`src/rtl/core/tsol_pkg.sv`:
```
`default_nettype none

package tsol_pkg;

  localparam int unsigned KeyWidth = 32;
  localparam int unsigned CmdWidth = 2;
  localparam int unsigned StatusWidth = 2;
  localparam int unsigned EntryCountWidth = 5;

  localparam logic [CmdWidth-1:0] CMD_INSERT = 2'd0;
  localparam logic [CmdWidth-1:0] CMD_DELETE = 2'd1;
  localparam logic [CmdWidth-1:0] CMD_SEARCH = 2'd2;

  localparam logic [StatusWidth-1:0] ST_DONE    = 2'd0;
  localparam logic [StatusWidth-1:0] ST_PRESENT = 2'd1;
  localparam logic [StatusWidth-1:0] ST_ABSENT  = 2'd2;
  localparam logic [StatusWidth-1:0] ST_FULL    = 2'd3;

  // Update applied by every cell in the same cycle
  typedef enum logic [1:0] {
    OP_NONE,
    OP_INSERT,
    OP_DELETE,
    OP_SWAP
  } op_e;

  typedef struct packed {
    logic                cmp;
    op_e                 op;
    logic [KeyWidth-1:0] key;
  } cell_ctl_t;

endpackage

`default_nettype wire

```
`src/rtl/core/tsol_cell.sv`:
```
`default_nettype none

module tsol_cell #(
  parameter int unsigned IDX = 0,
  parameter int unsigned CW  = 5
) (
  input  wire logic                               clk_i,
  input  wire tsol_pkg::cell_ctl_t                ctl_i,
  input  wire logic [CW-1:0]                      count_i,
  input  wire logic [tsol_pkg::KeyWidth-1:0]      left_entry_i,
  input  wire logic [tsol_pkg::KeyWidth-1:0]      right_entry_i,
  input  wire logic                               right_hit_i,
  input  wire logic                               seen_i,
  output logic                                    seen_o,
  output logic                                    hit_o,
  output logic [tsol_pkg::KeyWidth-1:0]           entry_o
);

  localparam logic [CW-1:0] IdxC = CW'(IDX);

  logic [tsol_pkg::KeyWidth-1:0] entry_q, entry_d;
  logic                          hit_q, hit_d;
  logic                          valid;

  assign valid  = count_i > IdxC;
  assign seen_o = seen_i | hit_q;
  assign hit_o  = hit_q;
  assign entry_o = entry_q;

  always_comb begin
    hit_d = hit_q;
    if (ctl_i.cmp) begin
      hit_d = valid && (entry_q == ctl_i.key);
    end
  end

  always_comb begin
    entry_d = entry_q;
    unique case (ctl_i.op)
      tsol_pkg::OP_INSERT: begin
        if (count_i == IdxC) entry_d = ctl_i.key;
      end
      tsol_pkg::OP_DELETE: begin
        // close the gap from the hit position toward the tail
        if (seen_o) entry_d = right_entry_i;
      end
      tsol_pkg::OP_SWAP: begin
        if (right_hit_i) begin
          entry_d = right_entry_i;
        end else if (hit_q && (IDX != 0)) begin
          entry_d = left_entry_i;
        end
      end
      default: entry_d = entry_q;
    endcase
  end

  always_ff @(posedge clk_i) begin
    entry_q <= entry_d;
    hit_q   <= hit_d;
  end

endmodule

`default_nettype wire

```
`src/rtl/core/transpose_self_organizing_list.sv`:
```
// A result word is registered out as the update state ends, marked by done_o for
// exactly one cycle, and is taken in that cycle.
// A new command is taken only in the idle state: each passes a compare state, then an
// update state across the row of cells; busy is high in both and low again in idle.
// Reset (rst_ni low, asynchronous) empties the list; stored keys are not cleared.
// The receiver cannot stall: each result is taken in the cycle it is shown.
`default_nettype none

module transpose_self_organizing_list #(
  parameter int unsigned CAPACITY = 16
) (
  input  wire logic                                       clk_i,
  input  wire logic                                       rst_ni,
  input  wire logic                                       start,
  output logic                                            busy,
  input  wire logic [tsol_pkg::CmdWidth-1:0]              command_i,
  input  wire logic signed [tsol_pkg::KeyWidth-1:0]       key_i,
  output logic                                            done_o,
  output logic [tsol_pkg::StatusWidth-1:0]                status_o,
  output logic [tsol_pkg::EntryCountWidth-1:0]            entry_count_o
);

  localparam int unsigned CW = $clog2(CAPACITY + 1);
  localparam logic [CW-1:0] CapC = CW'(CAPACITY);

  typedef enum logic [1:0] {
    S_IDLE,
    S_CMP,
    S_UPD
  } state_e;

  state_e                                 state_q, state_d;
  logic                                   busy_q, busy_d;
  logic                                   done_q, done_d;
  logic [tsol_pkg::StatusWidth-1:0]       status_q, status_d;
  logic [tsol_pkg::EntryCountWidth-1:0]   entry_count_q, entry_count_d;
  logic [CW-1:0]                          count_q, count_d;
  logic [tsol_pkg::CmdWidth-1:0]          cmd_q;
  logic [tsol_pkg::KeyWidth-1:0]          key_q;

  tsol_pkg::cell_ctl_t                    ctl;
  tsol_pkg::op_e                          op;
  logic [tsol_pkg::StatusWidth-1:0]       status_c;
  logic [CW+tsol_pkg::EntryCountWidth-1:0] count_wide;

  logic [tsol_pkg::KeyWidth-1:0] ent  [CAPACITY];
  logic                          hit  [CAPACITY];
  logic                          seen [CAPACITY+1];
  logic                          any_hit;
  logic                          full;

  assign seen[0] = 1'b0;
  assign any_hit = seen[CAPACITY];
  assign full    = (count_q == CapC);

  for (genvar i = 0; i < CAPACITY; i++) begin : g_cell
    logic [tsol_pkg::KeyWidth-1:0] left_entry, right_entry;
    logic                          right_hit;

    if (i == 0) begin : g_head
      assign left_entry = ent[i];
    end else begin : g_mid_l
      assign left_entry = ent[i-1];
    end

    if (i == CAPACITY - 1) begin : g_tail
      assign right_entry = ent[i];
      assign right_hit   = 1'b0;
    end else begin : g_mid_r
      assign right_entry = ent[i+1];
      assign right_hit   = hit[i+1];
    end

    tsol_cell #(
      .IDX (i),
      .CW  (CW)
    ) u_cell (
      .clk_i         (clk_i),
      .ctl_i         (ctl),
      .count_i       (count_q),
      .left_entry_i  (left_entry),
      .right_entry_i (right_entry),
      .right_hit_i   (right_hit),
      .seen_i        (seen[i]),
      .seen_o        (seen[i+1]),
      .hit_o         (hit[i]),
      .entry_o       (ent[i])
    );
  end

  // Pick the update and the status from the registered compare hits
  always_comb begin
    op       = tsol_pkg::OP_NONE;
    status_c = tsol_pkg::ST_ABSENT;
    unique case (cmd_q)
      tsol_pkg::CMD_INSERT: begin
        if (any_hit) begin
          status_c = tsol_pkg::ST_PRESENT;
        end else if (full) begin
          status_c = tsol_pkg::ST_FULL;
        end else begin
          status_c = tsol_pkg::ST_DONE;
          op       = tsol_pkg::OP_INSERT;
        end
      end
      tsol_pkg::CMD_DELETE: begin
        if (any_hit) begin
          status_c = tsol_pkg::ST_DONE;
          op       = tsol_pkg::OP_DELETE;
        end
      end
      tsol_pkg::CMD_SEARCH: begin
        if (any_hit) begin
          status_c = tsol_pkg::ST_DONE;
          op       = tsol_pkg::OP_SWAP;
        end
      end
      default: begin
        op       = tsol_pkg::OP_NONE;
        status_c = tsol_pkg::ST_ABSENT;
      end
    endcase
  end

  always_comb begin
    ctl.cmp = (state_q == S_CMP);
    ctl.op  = (state_q == S_UPD) ? op : tsol_pkg::OP_NONE;
    ctl.key = key_q;
  end

  always_comb begin
    count_d = count_q;
    if (state_q == S_UPD) begin
      if (op == tsol_pkg::OP_INSERT) begin
        count_d = count_q + CW'(1);
      end else if (op == tsol_pkg::OP_DELETE) begin
        count_d = count_q - CW'(1);
      end
    end
  end

  assign count_wide = (CW + tsol_pkg::EntryCountWidth)'(count_d);

  always_comb begin
    state_d       = state_q;
    busy_d        = busy_q;
    done_d        = 1'b0;
    status_d      = status_q;
    entry_count_d = entry_count_q;
    unique case (state_q)
      S_IDLE: begin
        if (start) begin
          state_d = S_CMP;
          busy_d  = 1'b1;
        end
      end
      S_CMP: begin
        state_d = S_UPD;
      end
      S_UPD: begin
        state_d       = S_IDLE;
        busy_d        = 1'b0;
        done_d        = 1'b1;
        status_d      = status_c;
        entry_count_d = count_wide[tsol_pkg::EntryCountWidth-1:0];
      end
      default: begin
        state_d = S_IDLE;
        busy_d  = 1'b0;
      end
    endcase
  end

  always_ff @(posedge clk_i or negedge rst_ni) begin
    if (!rst_ni) begin
      state_q       <= S_IDLE;
      busy_q        <= 1'b0;
      done_q        <= 1'b0;
      status_q      <= tsol_pkg::ST_DONE;
      entry_count_q <= '0;
      count_q       <= '0;
    end else begin
      state_q       <= state_d;
      busy_q        <= busy_d;
      done_q        <= done_d;
      status_q      <= status_d;
      entry_count_q <= entry_count_d;
      count_q       <= count_d;
    end
  end

  // Hold the command word for the compare and update cycles
  always_ff @(posedge clk_i) begin
    if (start && !busy_q) begin
      cmd_q <= command_i;
      key_q <= key_i;
    end
  end

  assign busy          = busy_q;
  assign done_o        = done_q;
  assign status_o      = status_q;
  assign entry_count_o = entry_count_q;

endmodule

`default_nettype wire

```
`config.mk`:
```
export PLATFORM = sky130hd
export DESIGN_NAME = transpose_self_organizing_list
export DESIGN_NICKNAME = d
export VERILOG_FILES = /design/src/rtl/core/tsol_pkg.sv /design/src/rtl/core/tsol_cell.sv /design/src/rtl/core/transpose_self_organizing_list.sv
export SDC_FILE = /design/constraint.sdc
export NUM_CORES = 2
export LEC_CHECK = 0
export ABC_AREA = 1
export ABC_CLOCK_PERIOD_IN_PS = 5000
export BUFFER_PORTS_ARGS = -buffer_cell sky130_fd_sc_hd__buf_2
export CORE_MARGIN = 5
export CORE_UTILIZATION = 50
export DETAILED_ROUTE_END_ITERATION = 10
export PLACE_DENSITY = 0.66
export SLEW_MARGIN = 20
export SYNTH_ARGS = -nofsm -noshare
export SYNTH_HDL_FRONTEND = slang
export SYNTH_SLANG_ARGS = --single-unit
```
`constraint.sdc`:
```
create_clock -name clk_i -period 5 [get_ports clk_i]
set_input_delay 0.75 -clock clk_i [delete_from_list [all_inputs] [get_ports clk_i]]
set_output_delay 0.75 -clock clk_i [all_outputs]
set_load 0.02 [all_outputs]
```
==> results.toml <==
[die]
core_area_sq_mm = 0.0727
die_h_microns = 281
rows = 99
io_pins = 46
die_w_microns = 281
dieArea_sq_mm = 0.0787
start_util_pct = 50.3

[detailed_routing]
via_count = 35500
drtIter0Drc = 7185
vias_per_cell = 7.09
drc = 0
ant_nets = 0
first_pass_iters = 7
routedWlPerCell_microns = 33.0
routed_wl_microns = 165000

[sta]
fmax_mhz = 269
setup_tns_ns = 0
rsz0062_at_grt = "no"
min_period_ns = 3.71
fin_crit_sh_pct = 74.2
skew_ns = 0.0348
slew_headroom_pct = 25.1
timing.final.hold_violations = 0
finalSetupViolCount = 0
maxSlewViolCount = 0
fin_ws_ns = 1.29
worst_pin_slew_ns = 1.12

[power_and_ir_drop]
cellPowerDensity_mw_per_mm2 = 368
power_mw = 14.6
p_leak_nw = 14.3
ir_worst_vdd_mv = 0.331

[placement]
pre_cts_ws_ns = 1.41
place_congestion = 1.05
portBuffers = 45
dpl.hpwl_microns = 115000

[global_route]
grt_pass1_wl_microns = 232000
grt_max_degree = 201
overflow = 0
antenna_found_initial = 9
grt_pass1_vias = 32200
grt_usage_pct = 40.2

[synthesis]
synthTopCellsByArea = "edfxtp_1 (46%), nand2_1 (10%), o211ai_1 (5.6%)"
netlist.area_leader.share_pct = 46.1
synth_common_cells = "nand2_1 (974), edfxtp_1 (562), inv_1 (412)"
synth-edff-count = 562
synth_nets = 4132
ys_seq_area_share_pct = 47.2
yosys_warnings = 0
async_reset_ff_share_pct = 2.77
synth.distinct_cells = 47
ys.flop_type = "edfxtp_1"
syn_area_sq_mm = 0.0366
yosysTopAreaCell = "edfxtp_1"
ys_ff_latch = 578
yosys.cell_count.top_type = "nand2_1"
avgSynthCellArea_sq_um = 8.95
synthCells = 4086

[setup_path]
worstSetupStartpointType = "register"
required_ns = 5.26
path_class = "reg2reg"
reg2reg_setup_slack_ns = 1.29
reg2reg_to = "g_cell[0].u_cell.entry_o[22]"
r2r_start = "g_cell[13].u_cell.hit_o"
worstPathArrival_ns = 3.97
cp-end-kind = "register"
rr_worst_depth = 12
cp_max_fo = 32

[clock_network]
ctsHtreeMaxLevel = 3
cts_setup_buffers = 0
cts.sinks = 578
cts.repair.resized = 0
clk_path_buf_depth = 3
cts_tree = "yes"
clk_pin_slew_ns = 0.06
cts-root-buf = "clkbuf_16"
clock_latency_ns = 0.64
numCtsBuffers = 68
cts.hold.buffers_added = 0

[cells_and_area]
drive_gt1_share_pct = 10.3
fillers = 6545
finalNetCount = 4034
area_growth_pct = 8.26

[hold_path]
hp-class = "in2async"

[status]
status = "complete, no violations"

[run]
max_cap_viol_count = 0
[registers in the layout (all words and copies together), names as in the netlist]
register and flops:
state_q 2, g_cell.u_cell.hit_o 16, entry_count_o 5, done_o 1, key_q 32, cmd_q 2
count_q 5, busy 1, status_o 2, g_cell.u_cell.entry_o 512
[kinds of logic after synthesis]
| logic type | share of synthesized area (%) |
|---|---|
| AO/OA/AOI/OAI | 23.3 |
| XOR/XNOR | 4.88 |
| adder cells (fa/ha/maj) | 0.308 |
| buffers and inverters | 8.77 |
| flip-flops | 47.2 |
| AND/OR/NAND/NOR | 15.5 |
[critical path: stages, from the launching register on]
cell and delay, ns:
edfxtp_1 0.32, buf_4 0.31, inv_1 0.12, nand2_1 0.09, nor2_1 0.10, nand3_2 0.14, nand2_2 0.10, nor2_4 0.28
inv_2 0.33, nand2_1 0.42, inv_1 0.26, nor3_2 0.28, buf_4 0.53
[per-stage QoR]
stage          hold WS (ns)  cell area (sq um)  cells  util (%)
2_1_floorplan         0.444              36600   4086         -
3_3_place_gp          0.458              37500   4876      51.6
3_5_place_dp          0.461              37500   4876      51.6
4_1_cts              0.0225              39600   4997      54.4
5_1_grt              0.0484              39600   4998      54.5
6_report             0.0258              39600   5003      54.5
[cells in the final DEF, fill, tap and decap left out, types with 72 or more instances in the layout]
| master | instances |
|---|---|
| edfxtp_1 | 562 |
| xor2_1 | 100 |
| o21ai_0 | 370 |
| o221ai_1 | 175 |
| xnor2_1 | 104 |
| o22ai_1 | 155 |
| nand3_1 | 118 |
| nor2_1 | 72 |
| o211ai_2 | 112 |
| nand2_1 | 974 |
| inv_1 | 409 |
| buf_4 | 100 |
| o211ai_1 | 272 |
[final cells by class]
class                      instances  area, sq um  share of cell area (%)
sequential                       578        17300                    43.6
multi-input combinational       2753        16200                    41.0
clock buffer                      89         1840                    4.65
inverter                         433         1640                    4.13
tap                              959         1200                    3.03
timing repair buffer             154         1160                    2.92
clock inverter                    32          239                   0.603
antenna                            5         12.5                  0.0316
[how the worst max path moves through the flow]
stage / start / to / slack [ns]
after floorplan: count_q[1] / g_cell[11].u_cell.entry_o[0] / 0.57
after global routing: count_q[0] / g_cell[9].u_cell.entry_o[17] / 1.18
final: g_cell[13].u_cell.hit_o / g_cell[0].u_cell.entry_o[22] / 1.29
after global placement: g_cell[8].u_cell.hit_o / g_cell[0].u_cell.entry_o[9] / 1.47
after CTS: g_cell[13].u_cell.hit_o / g_cell[9].u_cell.entry_o[17] / 1.39
after detailed placement: g_cell[8].u_cell.hit_o / g_cell[7].u_cell.entry_o[13] / 1.41
[layer usage]
metal	up-vias	global-route usage (%)	wire length, microns
li1	14600	-	-
met1	16600	53.4	57900
met2	3554	55.2	65000
met3	718	20.4	32300
met4	12	17.8	9980
met5	-	0	80
[report_power, final]
group,internal (mW),total (mW),switching (mW)
Sequential,5.82,6.17,0.354
Clock,2.75,4.97,2.22
Combinational,0.848,3.42,2.57
Total,9.42,14.6,5.14
(Power assumes the default switching activity.)
